===== src/design/brp_pkg.sv =====
// Shared constants and types for the base-2048 bit repacker.
// Used by the interfaces, the step logic, the result queue and the top level.
`timescale 1ns / 1ps

package brp_pkg;

   // Field widths.
   localparam int SYM_BITS  = 11;
   localparam int BYTE_BITS = 8;
   localparam int ACC_W     = 18;
   localparam int HELD_W    = 5;

   // Direction register codes.
   localparam logic DIR_ENCODE = 1'b0;
   localparam logic DIR_DECODE = 1'b1;

   // Result queue geometry.
   localparam int QUEUE_DEPTH = 4;
   localparam int QUEUE_PTR_W = 2;
   localparam int QUEUE_CNT_W = 3;

   // One result word.
   typedef struct packed {
      logic [SYM_BITS-1:0] data;
      logic                last;
   } result_type;

   // Results produced by one input word, in output order.
   typedef struct packed {
      logic [1:0] count;
      result_type res0;
      result_type res1;
   } push_type;

endpackage


===== src/design/brp_if.sv =====
// Channel interfaces for the bit repacker: request, response and register write.
// Depends on brp_pkg for field widths.
`timescale 1ns / 1ps

interface brp_req_if;
   import brp_pkg::*;
   logic                valid;
   logic                ready;
   logic [SYM_BITS-1:0] data_in;
   logic                in_last;
   modport source (output valid, output data_in, output in_last, input ready);
   modport sink (input valid, input data_in, input in_last, output ready);
endinterface

interface brp_rsp_if;
   import brp_pkg::*;
   logic                valid;
   logic                ready;
   logic [SYM_BITS-1:0] data_out;
   logic                out_last;
   modport source (output valid, output data_out, output out_last, input ready);
   modport sink (input valid, input data_out, input out_last, output ready);
endinterface

interface brp_csr_if;
   logic valid;
   logic ready;
   logic direction;
   modport source (output valid, output direction, input ready);
   modport sink (input valid, input direction, output ready);
endinterface


===== src/design/brp_step.sv =====
// Combinational step of the repacker: merges one input word into the bit
// accumulator and forms up to two result words. Depends on brp_pkg.
`timescale 1ns / 1ps

module brp_step
   import brp_pkg::*;
(
   input  logic                direction,
   input  logic [ACC_W-1:0]    acc,
   input  logic [HELD_W-1:0]   held,
   input  logic [SYM_BITS-1:0] data_in,
   input  logic                in_last,
   output logic [ACC_W-1:0]    acc_next,
   output logic [HELD_W-1:0]   held_next,
   output push_type            push
);

   logic [ACC_W-1:0]    merged;
   logic [HELD_W-1:0]   held_sum;
   logic [ACC_W-1:0]    acc_left;
   logic [HELD_W-1:0]   held_left;
   logic [1:0]          n;
   logic [SYM_BITS-1:0] d0;
   logic [SYM_BITS-1:0] d1;

   always_comb begin
      merged    = '0;
      held_sum  = '0;
      acc_left  = '0;
      held_left = '0;
      n         = 2'd0;
      d0        = '0;
      d1        = '0;
      unique case (direction)
         DIR_ENCODE: begin
            // Append the byte above the held bits; emit a symbol once 11 are held.
            merged   = acc | (ACC_W'(data_in[BYTE_BITS-1:0]) << held);
            held_sum = held + HELD_W'(BYTE_BITS);
            if (held_sum >= HELD_W'(SYM_BITS)) begin
               d0        = merged[SYM_BITS-1:0];
               acc_left  = merged >> SYM_BITS;
               held_left = held_sum - HELD_W'(SYM_BITS);
               n         = 2'd1;
            end else begin
               acc_left  = merged;
               held_left = held_sum;
            end
            // On the last byte, flush leftover bits as a zero-padded symbol.
            if (in_last && (held_left != '0)) begin
               if (n == 2'd0) begin
                  d0 = acc_left[SYM_BITS-1:0];
               end else begin
                  d1 = acc_left[SYM_BITS-1:0];
               end
               n = n + 2'd1;
            end
         end
         DIR_DECODE: begin
            // Append the symbol; one or two whole bytes come out.
            merged   = acc | (ACC_W'(data_in) << held);
            held_sum = held + HELD_W'(SYM_BITS);
            d0       = SYM_BITS'(merged[BYTE_BITS-1:0]);
            if (held_sum >= HELD_W'(2 * BYTE_BITS)) begin
               d1        = SYM_BITS'(merged[2*BYTE_BITS-1:BYTE_BITS]);
               acc_left  = merged >> (2 * BYTE_BITS);
               held_left = held_sum - HELD_W'(2 * BYTE_BITS);
               n         = 2'd2;
            end else begin
               acc_left  = merged >> BYTE_BITS;
               held_left = held_sum - HELD_W'(BYTE_BITS);
               n         = 2'd1;
            end
         end
         default: begin
            n = 2'd0;
         end
      endcase
   end

   // The message end clears the state and tags the final result.
   assign acc_next       = in_last ? '0 : acc_left;
   assign held_next      = in_last ? '0 : held_left;
   assign push.count     = n;
   assign push.res0.data = d0;
   assign push.res0.last = in_last && (n == 2'd1);
   assign push.res1.data = d1;
   assign push.res1.last = in_last && (n == 2'd2);

endmodule


===== src/design/brp_queue.sv =====
// Four-entry result queue: takes up to two words per cycle, gives one.
// Depends on brp_pkg.
`timescale 1ns / 1ps

module brp_queue
   import brp_pkg::*;
(
   input  logic       clock,
   input  logic       reset,
   input  push_type   push,
   output logic       space,
   output logic       head_valid,
   output result_type head,
   input  logic       pop_ready
);

   result_type             entry_ff [QUEUE_DEPTH];
   logic [QUEUE_PTR_W-1:0] wr_ptr_ff;
   logic [QUEUE_PTR_W-1:0] wr_ptr_in;
   logic [QUEUE_PTR_W-1:0] rd_ptr_ff;
   logic [QUEUE_PTR_W-1:0] rd_ptr_in;
   logic [QUEUE_CNT_W-1:0] count_ff;
   logic [QUEUE_CNT_W-1:0] count_in;
   logic                   pop;

   // Room for the worst case of two words from the next input.
   assign space      = count_ff <= QUEUE_CNT_W'(QUEUE_DEPTH - 2);
   assign head_valid = count_ff != '0;
   assign head       = entry_ff[rd_ptr_ff];
   assign pop        = head_valid && pop_ready;

   assign wr_ptr_in = wr_ptr_ff + QUEUE_PTR_W'(push.count);
   assign rd_ptr_in = rd_ptr_ff + QUEUE_PTR_W'(pop);
   assign count_in  = count_ff + QUEUE_CNT_W'(push.count) - QUEUE_CNT_W'(pop);

   // Pointers and fill count.
   always_ff @(posedge clock) begin
      if (reset) begin
         wr_ptr_ff <= '0;
         rd_ptr_ff <= '0;
         count_ff  <= '0;
      end else begin
         wr_ptr_ff <= wr_ptr_in;
         rd_ptr_ff <= rd_ptr_in;
         count_ff  <= count_in;
      end
   end

   // Entry storage; the second word goes one slot after the first.
   always_ff @(posedge clock) begin
      if (push.count != 2'd0) begin
         entry_ff[wr_ptr_ff] <= push.res0;
      end
      if (push.count == 2'd2) begin
         entry_ff[wr_ptr_ff + QUEUE_PTR_W'(1)] <= push.res1;
      end
   end

`ifndef ASSERT_OFF
   a_count_bound: assert property (@(posedge clock) disable iff (reset)
      count_ff <= QUEUE_CNT_W'(QUEUE_DEPTH))
      else $error("result queue count exceeds its depth");

   a_push_room: assert property (@(posedge clock) disable iff (reset)
      (push.count != 2'd0) |-> (count_ff <= QUEUE_CNT_W'(QUEUE_DEPTH - 2)))
      else $error("result pushed without room for two words");

   a_ptr_track: assert property (@(posedge clock) disable iff (reset)
      (wr_ptr_ff - rd_ptr_ff) == QUEUE_PTR_W'(count_ff))
      else $error("queue pointers disagree with fill count");
`endif

endmodule


===== src/design/base2048_bit_repacker_unit.sv =====
// Top level of the base-2048 bit repacker: state registers, register port,
// step logic and result queue. Depends on brp_pkg, brp_if, brp_step, brp_queue.
//
// Channel     Dir  Payload                 Role
// req_word    in   data_in[10:0], in_last  bytes (pack) or symbols (unpack)
// rsp_word    out  data_out[10:0], out_last symbols (pack) or bytes (unpack)
// csr_write   in   direction               0 packs, 1 unpacks; clears state
//
// A request word yields zero, one or two response words, which enter a
// four-entry queue at the edge that accepts it; the first can leave on the
// next cycle. The queue takes a request while it has room for two words,
// so with the response side ready it takes one request per cycle when each
// makes at most one word; when each makes two, the single response port
// sets the rate. Synchronous reset clears direction, accumulator
// and queue. A stalled response side fills the queue and then drops req ready.
`timescale 1ns / 1ps

module base2048_bit_repacker_unit
   import brp_pkg::*;
(
   input  logic      clock,
   input  logic      reset,
   brp_req_if.sink   req_word,
   brp_rsp_if.source rsp_word,
   brp_csr_if.sink   csr_write
);

   logic              dir_ff;
   logic [ACC_W-1:0]  acc_ff;
   logic [ACC_W-1:0]  acc_in;
   logic [HELD_W-1:0] held_ff;
   logic [HELD_W-1:0] held_in;
   logic              req_fire;
   logic              space;
   push_type          step_push;
   push_type          push;
   result_type        head;
   logic              head_valid;

   assign csr_write.ready = 1'b1;
   assign req_word.ready  = space;
   assign req_fire        = req_word.valid && space;

   // Merge the incoming word into the accumulator.
   brp_step u_step (
      .direction (dir_ff),
      .acc       (acc_ff),
      .held      (held_ff),
      .data_in   (req_word.data_in),
      .in_last   (req_word.in_last),
      .acc_next  (acc_in),
      .held_next (held_in),
      .push      (step_push)
   );

   // Only an accepted word pushes results.
   always_comb begin
      push = step_push;
      if (!req_fire) begin
         push.count = 2'd0;
      end
   end

   // Direction register and accumulator state.
   always_ff @(posedge clock) begin
      if (reset) begin
         dir_ff  <= DIR_ENCODE;
         acc_ff  <= '0;
         held_ff <= '0;
      end else if (csr_write.valid) begin
         dir_ff  <= csr_write.direction;
         acc_ff  <= '0;
         held_ff <= '0;
      end else if (req_fire) begin
         acc_ff  <= acc_in;
         held_ff <= held_in;
      end
   end

   // Response words leave through the queue.
   brp_queue u_queue (
      .clock      (clock),
      .reset      (reset),
      .push       (push),
      .space      (space),
      .head_valid (head_valid),
      .head       (head),
      .pop_ready  (rsp_word.ready)
   );

   assign rsp_word.valid    = head_valid;
   assign rsp_word.data_out = head.data;
   assign rsp_word.out_last = head.last;

`ifndef ASSERT_OFF
   a_held_range: assert property (@(posedge clock) disable iff (reset)
      (dir_ff == DIR_ENCODE) ? (held_ff <= HELD_W'(SYM_BITS - 1))
                             : (held_ff <= HELD_W'(BYTE_BITS - 1)))
      else $error("held bit count out of range for the direction");

   a_acc_clean: assert property (@(posedge clock) disable iff (reset)
      (acc_ff >> held_ff) == '0)
      else $error("accumulator holds bits above the held count");

   a_last_clears: assert property (@(posedge clock) disable iff (reset)
      (req_fire && req_word.in_last && !csr_write.valid) |=> (held_ff == '0))
      else $error("state not cleared after the last word");
`endif

endmodule


===== src/flat_wrapper.sv =====
// flat-port wrapper written by rule: the top's interface ports become plain ports
module base2048_bit_repacker_unit_flat import brp_pkg::*;
  (clock, reset, req_word_valid, req_word_data_in, req_word_in_last, req_word_ready, rsp_word_valid, rsp_word_data_out, rsp_word_out_last, rsp_word_ready, csr_write_valid, csr_write_direction, csr_write_ready);
  brp_req_if req_word_i ();
  brp_rsp_if rsp_word_i ();
  brp_csr_if csr_write_i ();
  input  logic clock;
  input  logic reset;
  input wire logic [$bits(req_word_i.valid)-1:0] req_word_valid;
  input wire logic [$bits(req_word_i.data_in)-1:0] req_word_data_in;
  input wire logic [$bits(req_word_i.in_last)-1:0] req_word_in_last;
  output wire logic [$bits(req_word_i.ready)-1:0] req_word_ready;
  output wire logic [$bits(rsp_word_i.valid)-1:0] rsp_word_valid;
  output wire logic [$bits(rsp_word_i.data_out)-1:0] rsp_word_data_out;
  output wire logic [$bits(rsp_word_i.out_last)-1:0] rsp_word_out_last;
  input wire logic [$bits(rsp_word_i.ready)-1:0] rsp_word_ready;
  input wire logic [$bits(csr_write_i.valid)-1:0] csr_write_valid;
  input wire logic [$bits(csr_write_i.direction)-1:0] csr_write_direction;
  output wire logic [$bits(csr_write_i.ready)-1:0] csr_write_ready;
  assign req_word_i.valid = req_word_valid;
  assign req_word_i.data_in = req_word_data_in;
  assign req_word_i.in_last = req_word_in_last;
  assign req_word_ready = req_word_i.ready;
  assign rsp_word_valid = rsp_word_i.valid;
  assign rsp_word_data_out = rsp_word_i.data_out;
  assign rsp_word_out_last = rsp_word_i.out_last;
  assign rsp_word_i.ready = rsp_word_ready;
  assign csr_write_i.valid = csr_write_valid;
  assign csr_write_i.direction = csr_write_direction;
  assign csr_write_ready = csr_write_i.ready;
  base2048_bit_repacker_unit u_core (.clock(clock), .reset(reset), .req_word(req_word_i), .rsp_word(rsp_word_i), .csr_write(csr_write_i));
endmodule

===== config.mk =====
export PLATFORM = sky130hd
export DESIGN_NAME = base2048_bit_repacker_unit_flat
export DESIGN_NICKNAME = d
export VERILOG_FILES = /design/src/design/brp_pkg.sv /design/src/design/brp_if.sv /design/src/design/brp_step.sv /design/src/design/brp_queue.sv /design/src/design/base2048_bit_repacker_unit.sv /design/src/flat_wrapper.sv
export SDC_FILE = /design/constraint.sdc
export NUM_CORES = 1
export LEC_CHECK = 0
export ABC_CLOCK_PERIOD_IN_PS = 4100
export BUFFER_PORTS_ARGS = -buffer_cell sky130_fd_sc_hd__buf_4
export CORE_ASPECT_RATIO = 1.1
export CORE_MARGIN = 1.5
export CORE_UTILIZATION = 58
export CTS_BUF_LIST = sky130_fd_sc_hd__clkbuf_8
export DETAILED_ROUTE_END_ITERATION = 8
export HOLD_SLACK_MARGIN = 0.1
export MAX_ROUTING_LAYER = met4
export PLACE_DENSITY = 0.84
export SLEW_MARGIN = 20
export SYNTH_ARGS = -nofsm -noshare
export SYNTH_HDL_FRONTEND = slang
export SYNTH_SLANG_ARGS = --single-unit

===== constraint.sdc =====
create_clock -name clock -period 4.1 [get_ports clock]
set_input_delay 0 -clock clock [delete_from_list [all_inputs] [get_ports clock]]
set_output_delay 0 -clock clock [all_outputs]
set_load 0.02 [all_outputs]

* Yosys cells after proc, flatten, opt, wreduce, memory -nomap -nowiden
Memories as Yosys holds them, arrays and structs flattened. A register that Yosys moved wholly into a read port is not among the register bits.
Cells that the tools add are included.
** Word-level totals
- Output and inout bits :: 15
- Bits in registers :: 31
- Logic and storage cells :: 67
- Memory bits (writable) :: 48
- Memories kept :: 1
** Memories
- u_core.u_queue.entry_ff :: depth 4, width 12, rd ports 1, clocked after Yosys merged registers in 1, wr ports 2, line brp_queue.sv:17 : result_type entry_ff [QUEUE_DEPTH];
** Cells by class
- Add/subtract/negate cells :: 11
- $lt $le $gt $ge :: 3
- Equality and inequality tests :: 3
- Multiplexer cells :: 28
- Shift-type cells :: 2
- Reduce and logical (&&, ||, !) cells :: 10
- Bitwise logic cells :: 3
** Operator list (number)
- $mux W11 :: 5
- $pmux W11 S2 :: 2
- $mux W18 :: 2
- $or A18 B18 Y18 :: 2
- $pmux W18 S2 :: 1
- $mux W5 :: 4
- $shl A11 B5 Y18 :: 1
- $shl A8 B5 Y18 :: 1
- $add A5 B4 Y5 const B :: 2
- $mux W10 :: 1
- $mux W2 :: 5
- $pmux W5 S2 :: 1
- $sub A5 B4 Y5 const B :: 2
- $mux W8 :: 1
- $ge A5 B4 Y1 const B :: 1
- $ge A5 B5 Y1 const B :: 1
- $logic_and A1 B1 Y1 :: 5
- $mux W1 :: 5
- $reduce_bool A5 Y1 :: 1
- $sub A5 B5 Y5 const B :: 1
- $add A2 B1 Y2 const B :: 2
- $eq A2 B2 Y1 const B :: 2
- $pmux W2 S2 :: 1
- $add A3 B2 Y3 :: 1
- other kinds (10) :: 10

* Depth between registers and ports, before layout
Gate-level depths: netlist of run 1.
- Depth after elaboration :: 12
- Depth in mapped cells :: 23
- Depth with buffers taken out :: 19

* Hierarchy
A second synthesis of run 1 with hierarchy kept.
** Unflattened totals
- Cells, all modules :: 563
- Area total of the unflattened synthesis :: 5960.7 um2
** By module, submodules not included
- brp_queue :: instances 1, cells an instance 163, area each 2815.2 um2
- brp_step :: instances 1, cells an instance 287, area each 1979.4 um2
- base2048_bit_repacker_unit :: instances 1, cells an instance 113, area each 1166.1 um2

* Worst setup path before layout of run 1
No wires, ideal clock.
- Path type :: register to register
- From :: register u_core.held_ff[4]
- To :: register u_core.u_queue.count_ff[2]
- Arrival :: 4.072 ns
- Required time :: 3.973 ns
- Period minus slack after synthesis :: 4.200 ns
- Stages on the path, launching flop included :: 22
- Path slack :: -0.100 ns
- Library setup time :: 0.127 ns
- Buffers on the path :: 3
- Cells stage by stage :: dfxtp_1 > clkbuf_1 > buf_2 > inv_1 > ha_1 > clkbuf_1 > o2111a_1 > a211oi_1 > o311a_1 > a21boi_0 > ha_1 > nor2_1 > nor3_1 > inv_1 > ha_1 > inv_1 > ha_1 > inv_1 > fa_1 > xnor2_1 > xnor2_1 > nor2_1
** Between the ends
- Word-level cells in the longest chain between the ends :: 11
- Elaborated cells on any way between the ends :: 18
** RTL lines
- from (decl) :: line base2048_bit_repacker_unit.sv:31 : logic [HELD_W-1:0] held_ff;
- from (signal assigned) :: line base2048_bit_repacker_unit.sv:76 : held_ff <= held_in;
- $add A5 B4 Y5 :: line brp_step.sv:38 : held_sum = held + HELD_W'(BYTE_BITS);
- $sub A5 B4 Y5 or $ge A5 B4 Y1 (tied branches) :: line brp_step.sv:42, brp_step.sv:39
- $mux W5 :: line brp_step.sv:39 : if (held_sum >= HELD_W'(SYM_BITS)) begin
- $mux W5 :: line brp_step.sv:34 : unique case (direction)
- $reduce_bool A5 Y1 :: line brp_step.sv:49 : if (in_last && (held_left != '0)) begin
- $logic_and A1 B1 Y1 :: line brp_step.sv:49
- $mux W2 :: line brp_step.sv:49
- $pmux W2 S2 * :: line brp_step.sv:34
- $mux W2 * :: line base2048_bit_repacker_unit.sv:59 : if (!req_fire) begin
- $add A3 B2 Y3 * :: line brp_queue.sv:34 : assign count_in = count_ff + QUEUE_CNT_W'(push.count) - QUEUE_CNT_W'(pop);
- $sub A3 B1 Y3 * :: line brp_queue.sv:34
- to (signal assigned) :: line brp_queue.sv:45 : count_ff <= count_in;
- to (decl) :: line brp_queue.sv:22 : logic [QUEUE_CNT_W-1:0] count_ff;
Mark *: on every way between the ends. The rest lies on a longest branch, timed or not. The select of a mux whose other input is x is not followed.
A chain may end at the register's enable or synchronous reset.

* Worst setup path after layout of run 1
- From :: register u_core.held_ff[3]
- To :: register u_core.u_queue.count_ff[2]
Same word-level chain as after synthesis.

==> results of run 1 <==
-- sequential cells by signal, indices dropped and copies added (netlist names) --
register / flops
u_core.u_queue.rd_ptr_ff: 2
u_core.dir_ff: 1
u_core.acc_ff: 18
u_core.u_queue.entry_ff: 48
u_core.u_queue.count_ff: 3
u_core.u_queue.wr_ptr_ff: 2
u_core.held_ff: 5
-- synth_stat cells, types with 13 or more instances --
cell      instances  share of area (%)
nand2_1          34                2.3
inv_1            21                1.4
edfxtp_1         48                 26
a21oi_1          35                3.2
dfxtp_1          31                 11
clkbuf_1         18                1.2
nor2_1           50                3.4
a22oi_1          13                1.8
nor3_1           20                1.8
mux4_2           18                7.4
mux2i_1          39                7.1
o21ai_0          24                2.2
nand3_1          16                1.5
-- per-stage QoR --
stage	cell area, um^2	utilization [%]	setup slack [ns]	cells
2_1_floorplan	5490	-	0.00353	556
3_3_place_gp	5790	62.5	0.381	681
3_5_place_dp	5790	62.5	0.185	681
4_1_cts	6040	65.2	0.165	703
5_1_grt	6070	65.6	0.00279	705
6_report	6070	65.6	0.225	705
-- cell type report --
class	instances	area [um^2]
tap	117	146
multi-input combinational	413	3140
fill	768	3190
sequential	79	2060
clock buffer	10	138
timing repair buffer	58	450
clock inverter	6	55.1
inverter	22	82.6
-- final timing paths --
check | cells after the start | start | slack, ns | endpoint
worst min register to register | 2 | u_core.acc_ff[1] | 0.49 | u_core.acc_ff[1]
worst max-delay path | 18 | u_core.held_ff[3] | 0.22 | u_core.u_queue.count_ff[2]
worst min-delay path | 4 | rsp_word_ready | 0.17 | u_core.u_queue.rd_ptr_ff[0]
worst max register to register | 18 | u_core.held_ff[3] | 0.22 | u_core.u_queue.count_ff[2]
-- where the power goes --
group          internal (uW)  switching, uW
Clock                    292            287
Sequential               914           70.9
Combinational            336            414
Total                   1540            772
-- logic make-up (layout without fill, tap and decap cells) --
| logic type | after synthesis | count (layout) | share of synthesized area (%) |
|---|---|---|---|
| and+or+nand+nor | 165 | 165 | 14.9 |
| other | 1 | 1 | 0.0684 |
| xor gates and xnor gates | 9 | 9 | 1.44 |
| adders and majority gates | 10 | 10 | 2.42 |
| muxes | 65 | 65 | 16.2 |
| AOI/OAI and AO/OA | 163 | 163 | 21.9 |
| buffers and inverters | 64 | 96 | 5.48 |
| DFF | 79 | 79 | 37.6 |
-- per-layer routing --
layer	wire length (um)	part of all wire, %	track usage, %	vias up
met3	1150	7.2	5.60	53
li1	-	-	-	2188
met1	6230	39	42.7	2346
met5	0	0	-	-
met4	643	4.0	16.6	0
met2	7880	50	54.1	262
-- worst max-delay path: stages (launching register included) --
cell	delay, ns
dfxtp_1	0.34
inv_1	0.06
ha_1	0.41
o2111a_1	0.30
a211oi_2	0.25
o311a_1	0.24
a21boi_0	0.13
ha_1	0.36
nor2_1	0.07
nor3_1	0.21
inv_1	0.07
ha_1	0.29
inv_1	0.06
ha_1	0.14
inv_1	0.05
fa_1	0.37
xnor2_1	0.20
xnor2_1	0.16
nor2_1	0.06
-- what timing repair did --
action                                  CTS  global route
setup buffers                             0             2
resized for setup                         0             3
endpoints found under the setup margin    0             1
hold buffers                              6             0
hold endpoints to repair                 16             0
==> results.md, run 1 <==
* Status: finished, final reports clean
* Vias at 4849
* Global-route wire length before repair at 25400 um
* CP required at between 4 and 5 ns
* Fmax achieved at 258 MHz
* First drt pass iteration count at 6
* Avg Inst Size Synth at approximately 9.9 um^2
* DR WL/cell at around 23 um
* Ratio of cells with drive above 1 in the final layout at approximately a fifth
* Commonest non-fill, non-tap cell in the layout: buf_4
* CP max FO at 8
* Die area at between 0.01 and 0.015 mm^2
* Number of distinct library cells after synthesis at between 70 and 80
* Crit path arrival time at 4.13 ns
* Final period utilization at approximately 95%
* Max-Cap Viols at 0
* Final setup vio count at 0
* Slew @ Worst Pin at roughly 1.2 ns
* Final slew viol count at 0
* # rows at 37
* CTS H-tree depth at 3
* Sequential-to-total area share from yosys stat at around 38%
* DRT iter0 DRCs at around 550
* Endpoint class of the critical path: flop
* Die width at roughly 96 um
* Hold_ws at 0.168 ns
* Post-synth ARST share at 0%
* Pwr dens at between 300 and 400 mW/mm^2
* # port buffers at 31
* Gpl congestion at between 0.9 and 1
* EDFF count, synth at 48
* Fin crit period at about 3.9 ns
* Detailed-route DRC error count at 0
* Global route overflow at 0
* Synthesis-stage register bit count at 79
* DRT Wirelength at 15900 um
* CP Launch Type: flop
* Crit Path Category: reg -> reg
* DR vias/cell at 6.88
* Antenna violations before repair at 0
* CTS clk-pin slew, worst paths at 0.08 ns
* Total Power at between 2000 and 2500 uW
* Syn. warnings at 0
* Core area at just over 0.009 mm^2
* CTS tree: done
* HP Class: in -> reg
* Synth Flop Type: edfxtp_1
* Setup Skew at around 0.012 ns
* Worst skew pair latency at 0.36 ns
* Final Hold Violating Endpoints at 0
* DPL Wire Length at approximately 11000 um
* Area of the mapped netlist at around 0.0055 mm^2
* Most frequent cells in the layout: 52 x buf_4, 48 x nor2_1, 48 x edfxtp_1
* Number of global-route vias before repair at 4708
* Post-Synthesis Net Count at slightly below 600
* Setup TNS at 0 ns
* Synthesis-to-finish area growth at 10.7%
* Antenna Nets Post-Route at 0
* Pleak at 0.00212 uW
* Nets at approximately 610
* Peak VDD IR at a little over 0.0002 V
* Chip Height at 105 um
* CTS Buf Count at 9
* Synth Instances at 556
* Slew Limit Headroom at a little over 20%
* Total Routing Usage GR at between 30 and 40%
* RSZ-0062 raised after global routing: false
* Initial Util at 59.2%
* Clk buf depth at 2
* Sinks on Clock Net at 79
* CTS root buffer: clkbuf_8
* IO Pins at 33
* Final antenna diode count at 0
* Pin count of the biggest net entering global routing at 34
Power figures use the tool's default switching activity.
==> inputs of run 2 (changes only) <==
--- a/config.mk
+++ b/config.mk
@@ -8,13 +8,11 @@
 export ABC_CLOCK_PERIOD_IN_PS = 4100
 export BUFFER_PORTS_ARGS = -buffer_cell sky130_fd_sc_hd__buf_4
 export CORE_ASPECT_RATIO = 1.1
-export CORE_MARGIN = 1.5
-export CORE_UTILIZATION = 58
-export CTS_BUF_LIST = sky130_fd_sc_hd__clkbuf_8
+export CORE_MARGIN = 5
+export CORE_UTILIZATION = 56
 export DETAILED_ROUTE_END_ITERATION = 8
 export HOLD_SLACK_MARGIN = 0.1
-export MAX_ROUTING_LAYER = met4
-export PLACE_DENSITY = 0.84
+export PLACE_DENSITY = 0.81
 export SLEW_MARGIN = 20
 export SYNTH_ARGS = -nofsm -noshare
 export SYNTH_HDL_FRONTEND = slang
==> results.md, run 2 (synthesis gave the netlist of run 1 again) <==
* Status: finished, final reports clean
* Final slew viol count at 0 (unchanged)
* Total Routing Usage GR at 26.5% (-8.0 points)
* Pin count of the biggest net entering global routing at 34 (unchanged)
* Number of global-route vias before repair at 4664 (-0.93%)
* Clk buf depth at 2 (unchanged)
* Setup Skew at 0.0111 ns (-0.000838 ns)
* Ratio of cells with drive above 1 in the final layout at 18.8% (-0.11 points)
* # rows at 37 (unchanged)
* Met3 Use GR at 4.64% (-0.96 points)
* CTS tree: done
* Peak VDD IR at 0.000208 V (+0.24%)
* CTS clk-pin slew, worst paths at 0.10 ns (+0.02 ns)
* Most frequent cells in the layout: 51 x buf_4, 50 x nor2_1, 48 x edfxtp_1
* Worst setup path start: u_core.held_ff[4]
* Vias at 4802 (-0.97%)
* Final antenna diode count at 0 (unchanged)
* Fin crit period at 3.89 ns (+0.0104 ns)
* GRT busiest layer: met2
* DRT Wirelength at 15800 um (-0.82%)
* CP required at 4.37 ns (+0.02 ns)
* Biggest regs: u_core.u_queue.entry_ff: 48 flops, u_core.acc_ff: 18 flops, u_core.held_ff: 5 flops
* Number of flip-flops under the largest register name at 48 (unchanged)
* CP Launch Type: flop
* Critical R2R Launch: u_core.held_ff[4]
* Initial Util at 58.1% (-1.2 points)
* Min-delay src: rsp_word_ready
* Crit Path Category: reg -> reg
* Post CTS Setup Buffer Count at 0 (unchanged)
* GR Util met2 at 44.4% (-9.7 points)
* M1 GR Usage at 33.8% (-8.9 points)
* CTS Buf Count at 9 (unchanged)
* Pwr dens at 388 mW/mm^2 (+1.7%)
* Crit path arrival time at 4.15 ns (+0.02 ns)
* Chip Height at 114 um (+8.4%)
* First drt pass iteration count at 7 (+1)
* Antenna violations before repair at 0 (unchanged)
* CP max FO at 8 (unchanged)
* CTS H-tree depth at 3 (unchanged)
* CTS root buffer: clkbuf_8
* Slew Limit Headroom at 26.3% (+5.9 points)
* Synthesis-to-finish area growth at 10.5%
* IO Pins at 33 (unchanged)
* Die area at 0.0119 mm^2 (+18%)
* Pleak at 0.00210 uW (-0.59%)
* # port buffers at 31 (unchanged)
* Final Hold Violating Endpoints at 0 (unchanged)
* Antenna Nets Post-Route at 0 (unchanged)
* Max-Cap Viols at 0 (unchanged)
* HP Class: in -> reg
* DPL Wire Length at 11300 um (-0.87%)
* Final Core Density at 64.1% (-1.4 points)
* DR WL/cell at 22.4 um (-0.54%)
* Fmax achieved at 257 MHz (-0.27%)
* Worst skew pair latency at 0.38 ns (+0.02 ns)
* Global route overflow at 0 (unchanged)
* Final setup vio count at 0 (unchanged)
* Gpl congestion at 0.973 (-2.2%)
* Sinks on Clock Net at 79 (unchanged)
* Nets at 609 (-0.33%)
* Endpoint class of the critical path: flop
* Commonest non-fill, non-tap cell in the layout: buf_4
* Die width at 104 um (+9.0%)
* DRT iter0 DRCs at 615 (+12%)
* RSZ-0062 raised after global routing: false
* Slew @ Worst Pin at 1.10 ns (-0.0873 ns)
* Setup TNS at 0 ns (unchanged)
* Final period utilization at 94.8% (+0.25 points)
* Most flop-heavy register: u_core.u_queue.entry_ff
* DR vias/cell at 6.83 (-0.69%)
* Detailed-route DRC error count at 0 (unchanged)
* Core area at 0.00944 mm^2 (+2.0%)
* Global-route wire length before repair at 25400 um (-0.24%)
run 2: changes by cell type in the layout (fill, tap and decap cells not counted), sizes merged:
cell         change
dlygate4sd3      -1
buf              -1
clkbuf           -1
inv              +1
run 2: worst max-delay path, cell delays in order (launching register included):
cell	delay [ns]
dfxtp_1	0.35
inv_1	0.08
ha_1	0.40
o2111a_1	0.31
a211oi_2	0.26
o311a_1	0.24
a21boi_0	0.10
ha_1	0.39
nor2_1	0.09
nor3_1	0.21
inv_1	0.08
ha_1	0.29
inv_1	0.05
ha_1	0.13
inv_1	0.05
fa_1	0.38
xnor2_1	0.18
xnor2_1	0.13
nor2_1	0.05
run 2: worst paths after layout:
check                                 to  slack [ns]  cells past startpoint
max           u_core.u_queue.count_ff[2]        0.21                     18
max reg2reg   u_core.u_queue.count_ff[2]        0.21                     18
min          u_core.u_queue.rd_ptr_ff[0]        0.13                      4
min reg2reg             u_core.acc_ff[1]        0.48                      2
run 2: cell type report:
cell class | count | area [um^2]
fill | 779 | 3390
clock inverter | 7 | 77.6
inverter | 22 | 82.6
sequential | 79 | 2060
multi-input combinational | 413 | 3130
tap | 117 | 146
timing repair buffer | 56 | 433
clock buffer | 9 | 124
run 2: where the power goes:
| group | switching, uW | internal, uW | total [uW] |
|---|---|---|---|
| Clock | 335 | 288 | 623 |
| Sequential | 67.9 | 913 | 981 |
| Combinational | 411 | 333 | 744 |
run 2: timing repair:
item / in CTS / in global routing
setup endpoints to repair: 0 / 13
resized for setup: 0 / 3
hold buffers: 5 / 0
endpoints found under the hold margin: 16 / 0
run 2: per-stage QoR:
stage	instance area (um^2)	power [uW]	setup slack, ns	hold WS, ns	cells
floorplan	5490	1490	0.00353	0.147	556
global placement	5790	1710	0.396	0.236	682
detailed placement	5790	1730	0.264	0.245	682
CTS	6050	2350	0.227	0.136	703
global route	6060	2460	0.00316	0.189	703
finish	6060	2350	0.214	0.133	703
run 2: metal layers:
metal	wire, um	part of all wire (%)
met5	0	0
met4	476	3.0
met3	1360	8.6
met2	7790	49
met1	6150	39
